<file path="src/assert_macros.svh">
// assertion helpers included by the draw engine rtl
`ifndef ASSERT_MACROS_SVH
`define ASSERT_MACROS_SVH
`ifndef SYNTHESIS
`define MFDE_ASSERT(lbl, clk, rstn, prop) \
  lbl: assert property (@(posedge clk) disable iff (!rstn) prop) \
    else $error("assertion failed");
`define MFDE_NEVER(lbl, clk, rstn, cond) \
  lbl: assert property (@(posedge clk) disable iff (!rstn) !(cond)) \
    else $error("forbidden condition");
`else
`define MFDE_ASSERT(lbl, clk, rstn, prop)
`define MFDE_NEVER(lbl, clk, rstn, cond)
`endif
`endif

</file>
<file path="src/mfde_pkg.sv">
// ----------------------------------------------------------------------------
// mfde_pkg
// shared constants and codes of the frame buffer draw engine
// ----------------------------------------------------------------------------
`timescale 1ns / 1ps
`default_nettype none
package mfde_pkg;
  localparam int Width       = 128;
  localparam int Height      = 72;
  localparam int StoreBytes  = Width * ((Height + 7) / 8);
  localparam int AddrW       = $clog2(StoreBytes);
  localparam int AccW        = 26;
  localparam int QuoW        = 17;

  typedef enum logic [3:0] {
    OP_PIXEL    = 4'd0,
    OP_INVERT   = 4'd1,
    OP_HLINE    = 4'd2,
    OP_VLINE    = 4'd3,
    OP_LINE     = 4'd4,
    OP_FILLRECT = 4'd5,
    OP_RECT     = 4'd6,
    OP_CLEAR    = 4'd7,
    OP_FILL     = 4'd8,
    OP_READ     = 4'd9
  } opcode_e;
endpackage
`default_nettype wire

</file>
<file path="src/mfde_div.sv">
// ----------------------------------------------------------------------------
// mfde_div
// restoring divider, one quotient bit per cycle, for (num * 65536) / den
// ----------------------------------------------------------------------------
`timescale 1ns / 1ps
`default_nettype none
module mfde_div (
  input  wire logic                      clk_i,
  input  wire logic                      rst_ni,
  input  wire logic                      start_i,
  input  wire logic [7:0]                num_i,
  input  wire logic [7:0]                den_i,
  output logic                           done_o,
  output logic [mfde_pkg::QuoW-1:0]      quo_o
);
  logic [23:0] dv_q;
  logic [7:0]  rem_q;
  logic [7:0]  den_q;
  logic [4:0]  cnt_q;
  logic        busy_q;
  logic [mfde_pkg::QuoW-1:0] quo_q;
  logic [8:0]  trial;
  logic        fits;

  assign trial = {rem_q, dv_q[23]};
  assign fits  = trial >= {1'b0, den_q};

  always_ff @(posedge clk_i or negedge rst_ni) begin
    if (!rst_ni) begin
      busy_q <= 1'b0;
      cnt_q  <= '0;
      done_o <= 1'b0;
    end else begin
      done_o <= 1'b0;
      if (start_i) begin
        busy_q <= 1'b1;
        cnt_q  <= 5'd23;
      end else if (busy_q) begin
        if (cnt_q == 5'd0) begin
          busy_q <= 1'b0;
          done_o <= 1'b1;
        end else begin
          cnt_q <= cnt_q - 5'd1;
        end
      end
    end
  end

  always_ff @(posedge clk_i) begin
    if (start_i) begin
      dv_q  <= {num_i, 16'd0};
      rem_q <= '0;
      den_q <= den_i;
      quo_q <= '0;
    end else if (busy_q) begin
      dv_q  <= {dv_q[22:0], 1'b0};
      rem_q <= fits ? 8'(trial - {1'b0, den_q}) : trial[7:0];
      quo_q <= {quo_q[mfde_pkg::QuoW-2:0], fits};
    end
  end

  assign quo_o = quo_q;
endmodule
`default_nettype wire

</file>
<file path="config.mk">
export PLATFORM = sky130hd
export DESIGN_NAME = mfde_div
export DESIGN_NICKNAME = d
export VERILOG_FILES = /design/src/assert_macros.svh /design/src/mfde_pkg.sv /design/src/mfde_div.sv
export SDC_FILE = /design/constraint.sdc
export NUM_CORES = 1
export LEC_CHECK = 0
export CAP_MARGIN = 25
export CORE_ASPECT_RATIO = 0.7
export CORE_MARGIN = 4
export CORE_UTILIZATION = 50
export CTS_CLUSTER_SIZE = 14
export DETAILED_ROUTE_END_ITERATION = 8
export DONT_BUFFER_PORTS = 1
export PLACE_DENSITY = 0.71
export SLEW_MARGIN = 20
export SYNTH_ARGS = -nofsm -noshare
export SYNTH_HDL_FRONTEND = slang
export SYNTH_SLANG_ARGS = --single-unit
</file>
<file path="constraint.sdc">
create_clock -name clk_i -period 2.5 [get_ports clk_i]
set_input_delay 0 -clock clk_i [delete_from_list [all_inputs] [get_ports clk_i]]
set_output_delay 0 -clock clk_i [all_outputs]
set_load 0.01 [all_outputs]
</file>
Word level (Yosys, flattened, before mapping)
Cells that the tools add are included.

storage, ports and cells
  logic and storage cells = 26
  output and inout port bits = 18
  register bits after elaboration = 48

cells by class
  muxes and demuxes = 12
  $add $sub $neg = 2
  equality and inequality tests = 1
  $lt $le $gt $ge = 1
  reductions and logical operators = 3

operator list
  cell                   count
  $mux W24               2
  $mux W5                3
  $ge A9 B8 Y1           1
  $mux W8                1
  $sub A8 B8 Y8          1
  $mux W1                6
  $logic_not A5 Y1       1
  $sub A5 B1 Y5 const B  1
  $ne A2 B2 Y1 const B   1
  $reduce_and A2 Y1      1
  $reduce_bool A2 Y1     1

Logic depth before layout (Yosys ltp)
  word-level depth = 4
  gate-level depth with buffers = 9

Worst setup path before layout
No wires, ideal clock.

  path kind = reg2reg
  start point = register dv_q[23]
  end point = register rem_q[6]
  required time = 2409 ps
  period minus slack after synthesis = 1831 ps
  cell stages (with the launch flop) = 9
  arrival time = 1740 ps
  setup slack = 669 ps
  cell sequence = edfxtp_1 inv_1 ha_1 fa_1 nand2b_1 a21oi_1 mux2i_1 a31o_1 a311oi_1

on the way
  word-level cells in the longest chain between the ends = 2
  elaborated cells on any way between the ends = 3

RTL lines
  item                                           line                            RTL
  start: declaration                             mfde_div.sv:16                  logic [23:0] dv_q;
  start signal: assignment                       mfde_div.sv:51                  dv_q <= {num_i, 16'd0};
  start signal: assignment                       mfde_div.sv:56                  dv_q <= {dv_q[22:0], 1'b0};
  $sub A8 B8 Y8 or $ge A9 B8 Y1 (tied branches)  mfde_div.sv:57, mfde_div.sv:26
  $mux W8 *                                      mfde_div.sv:57                  rem_q <= fits ? 8'(trial - {1'b0, den_q}) : trial[7:0];
  end signal: assignment                         mfde_div.sv:57
  end: declaration                               mfde_div.sv:17                  logic [7:0] rem_q;

Every way passes the cells marked *; elsewhere a longest branch is shown, timed or not.
A chain may end at the register's enable or synchronous reset.

Final worst setup path
  start point = register den_q[7]
  end point = register rem_q[7]

on the way
  word-level cells in the longest chain between the ends = 2
  elaborated cells on any way between the ends = 3

RTL lines
  item                                           line                            RTL
  start: declaration                             mfde_div.sv:18                  logic [7:0] den_q;
  start signal: assignment                       mfde_div.sv:53                  den_q <= den_i;
  $sub A8 B8 Y8 or $ge A9 B8 Y1 (tied branches)  mfde_div.sv:57, mfde_div.sv:26
  $mux W8 *                                      mfde_div.sv:57

Marks and branches as above.

==> results.sh <==
export IMPL_syn_area_um2=2362
export IMPL_skew_ns=0.006021
export IMPL_crit_buf_inv=1
export IMPL_path_class="flop to flop"
export IMPL_worst_setup_path_end_kind="flop"
export IMPL_cp_required_ns=2.70
export IMPL_worstReg2RegEnd="rem_q[7]"
export IMPL_timing_final_crit_share_pct=89.65
export IMPL_dp_slack_ns=0.2547
export IMPL_antenna_cells=0
export IMPL_routedWlPerCell_um=14.44
export IMPL_critical_path_top_delay_family="compound AO/OA/AOI/OAI gates"
export IMPL_synth_flop_cell="dfxtp_1"
export IMPL_antenna_found_initial=0
export IMPL_synth_nets=258
export IMPL_ys_ff_latch=48
export IMPL_num_rows=20
export IMPL_yosys_warnings=0
export IMPL_p_leak_nw=1.186
export IMPL_syn2layout_area_growth_pct=13.67
export IMPL_cts_tree="built"
export IMPL_cp_slowest_cell="a21oi_2"
export IMPL_die_h_um=65.51
export IMPL_cp_num_cells=7
export IMPL_max_clock_path_buffers=2
export IMPL_drc=0
export IMPL_firstDrtPassIters=4
export IMPL_placed_cell_area_um2=2389
export IMPL_regToRegSetupSlack_ns=0.26
export IMPL_synth_area_leaders="dfxtp_1 21%, edfxtp_1 20%, mux2i_1 8.9%, dfrtp_1 7.4%, nor2_1 5.7%"
export IMPL_status="finished clean"
export IMPL_grt_total_usage_pct=16.50
export IMPL_final_area_um2=2685
export IMPL_core_region_area_um2=4454
export IMPL_arrival_ns=2.44
export IMPL_gp_congestion=0.8586
export IMPL_rsz0062_at_grt="false"
export IMPL_port_buffers=0
export IMPL_hold_path_class="primary input to asynchronous set/reset pin"
export IMPL_first_iter_violations=61
export IMPL_synth_edf_count=16
export IMPL_postCtsSetupBuffers=0
export IMPL_synth_yosys_seq_area_share_pct=48.94
export IMPL_cp_start_kind="flop"
export IMPL_fin_cells=300
export IMPL_yosys_area_top_type="dfxtp_1"
export IMPL_fin_crit_ns=2.241
export IMPL_synthCells=228
export IMPL_synth_avg_cell_area_um2=10.36
export IMPL_root_buffer="clkbuf_8"
export IMPL_cts_sinks=48
export IMPL_slew_violations=0
export IMPL_htree_levels=2
export IMPL_dp_cells=273
export IMPL_design_die_area_um2=5906
export IMPL_drive_gt1_share_pct=10.20
export IMPL_worst_slack_ns=0.2588
export IMPL_drt_total_wl_um=4331
export IMPL_gr_total_overflow=0
export IMPL_r2r_start="den_q[7]"
export IMPL_final_common_cell="nor2_1"
export IMPL_clk_pin_slew_ns=0.09
export IMPL_power_density_nw_per_um2=790.7
export IMPL_critPathMaxStageDelay_ns=0.55
export IMPL_crit_path_end="rem_q[7]"
export IMPL_num_vias=1637
export IMPL_final_cell_mix="36 x nor2_1, 25 x dfxtp_1, 21 x mux2i_1"
export IMPL_pin_count=37
export IMPL_max_vdd_ir_drop_mv=0.4090
export IMPL_cp_max_fo=14
export IMPL_grt_pass1_wl_um=7659
export IMPL_die_x_um=90.16
export IMPL_grt_max_degree=51
export IMPL_grt_pass1_vias=1544
export IMPL_slew_headroom_pct=52.65
export IMPL_antenna_left=0
export IMPL_finalSetupTns_ns=0
export IMPL_avgViaCountPerCell=5.457
export IMPL_synth_top_cell_area_share_pct=21.19
export IMPL_synthArstFlopShare_pct=14.58
export IMPL_nets=274
export IMPL_start_util_pct=53.03
export IMPL_setup_viol=0
export IMPL_crit_start="den_q[7]"
export IMPL_r2r_cells=7
export IMPL_post_route_util_pct=60.28
export IMPL_numCtsBuffers=5
export IMPL_tightest_slew_ns=0.7102
export IMPL_post_dp_hpwl_um=2862
export IMPL_synthDistinctLibCells=47
export IMPL_drv_cap=0
export IMPL_fmax_ghz=0.4462
export IMPL_cts_resized=0
export IMPL_final_hold_viol_count=0
export IMPL_crit_chain="inv_1, ha_1, a211oi_2, o211ai_1, a21oi_2, nor3_1, a2111oi_1"
export IMPL_clk_latency_ns=0.31
-- how the worst min path moves through the flow --
stage | to | slack (ns)
3_5_place_dp | cnt_q[0] | -0.30
3_3_place_gp | cnt_q[0] | -0.30
2_1_floorplan | busy_q | -0.30
5_1_grt | busy_q | 0.04
6_report | cnt_q[1] | 0.02
4_1_cts | cnt_q[1] | 0.01
-- per-stage QoR --
step,power (mW),hold WS [ns]
global placement,1.588,-0.2954
detailed placement,1.600,-0.2954
CTS,2.137,0.01490
global route,2.281,0.03610
finish,2.123,0.01569
floorplan,1.510,-0.2956
-- sequential cells by signal (all words and copies together), names as in the netlist --
name	count
den_q	8
done_o	1
busy_q	1
dv_q	8
cnt_q	5
quo_o	17
rem_q	8
-- synthesized netlist by cell type (all sizes together) (6+ instances only) --
master / instances
ha: 10
nor2: 36
a211oi: 6
inv: 14
mux2i: 21
nand2: 10
edfxtp: 16
dfrtp: 7
a21oi: 9
dfxtp: 25
clkbuf: 7
mux2: 7
-- cells by family after synthesis --
family          share of synthesized area [%]
fa+ha+maj                               6.144
simple gates                            15.47
flops                                   48.94
compound gates                          10.33
mux                                     12.24
xor+xnor                                2.225
buf+inv                                 4.661
-- what timing repair did --
| action | 4_1_cts | 5_1_grt |
|---|---|---|
| setup endpoints to repair | 0 | 0 |
| hold buffers | 19 | 0 |
| endpoints found under the hold margin | 63 | 0 |
-- report_power, final --
part	switching, mW	internal, mW
combinational	0.357	0.306
sequential	0.0691	0.894
clock	0.271	0.225
total	0.698	1.43
-- per-layer routing --
layer	vias up	track usage, %	wire length (um)
met1	760	24.35	2254
met4	0	8.397	90
met2	41	21.58	1725
met5	-	0	0
met3	7	4.805	261
li1	829	-	-
-- cell type report --
| type | instances | area, um2 |
|---|---|---|
| Clock buffer | 6 | 82.58 |
| Clock inverter | 2 | 13.76 |
| Fill cell | 406 | 1769 |
| Inverter | 14 | 52.55 |
| Multi-Input combinational cell | 154 | 1096 |
| Sequential cell | 48 | 1156 |
| Tap cell | 55 | 68.82 |
| Timing Repair Buffer | 21 | 215.2 |
(Power assumes the default switching activity.)
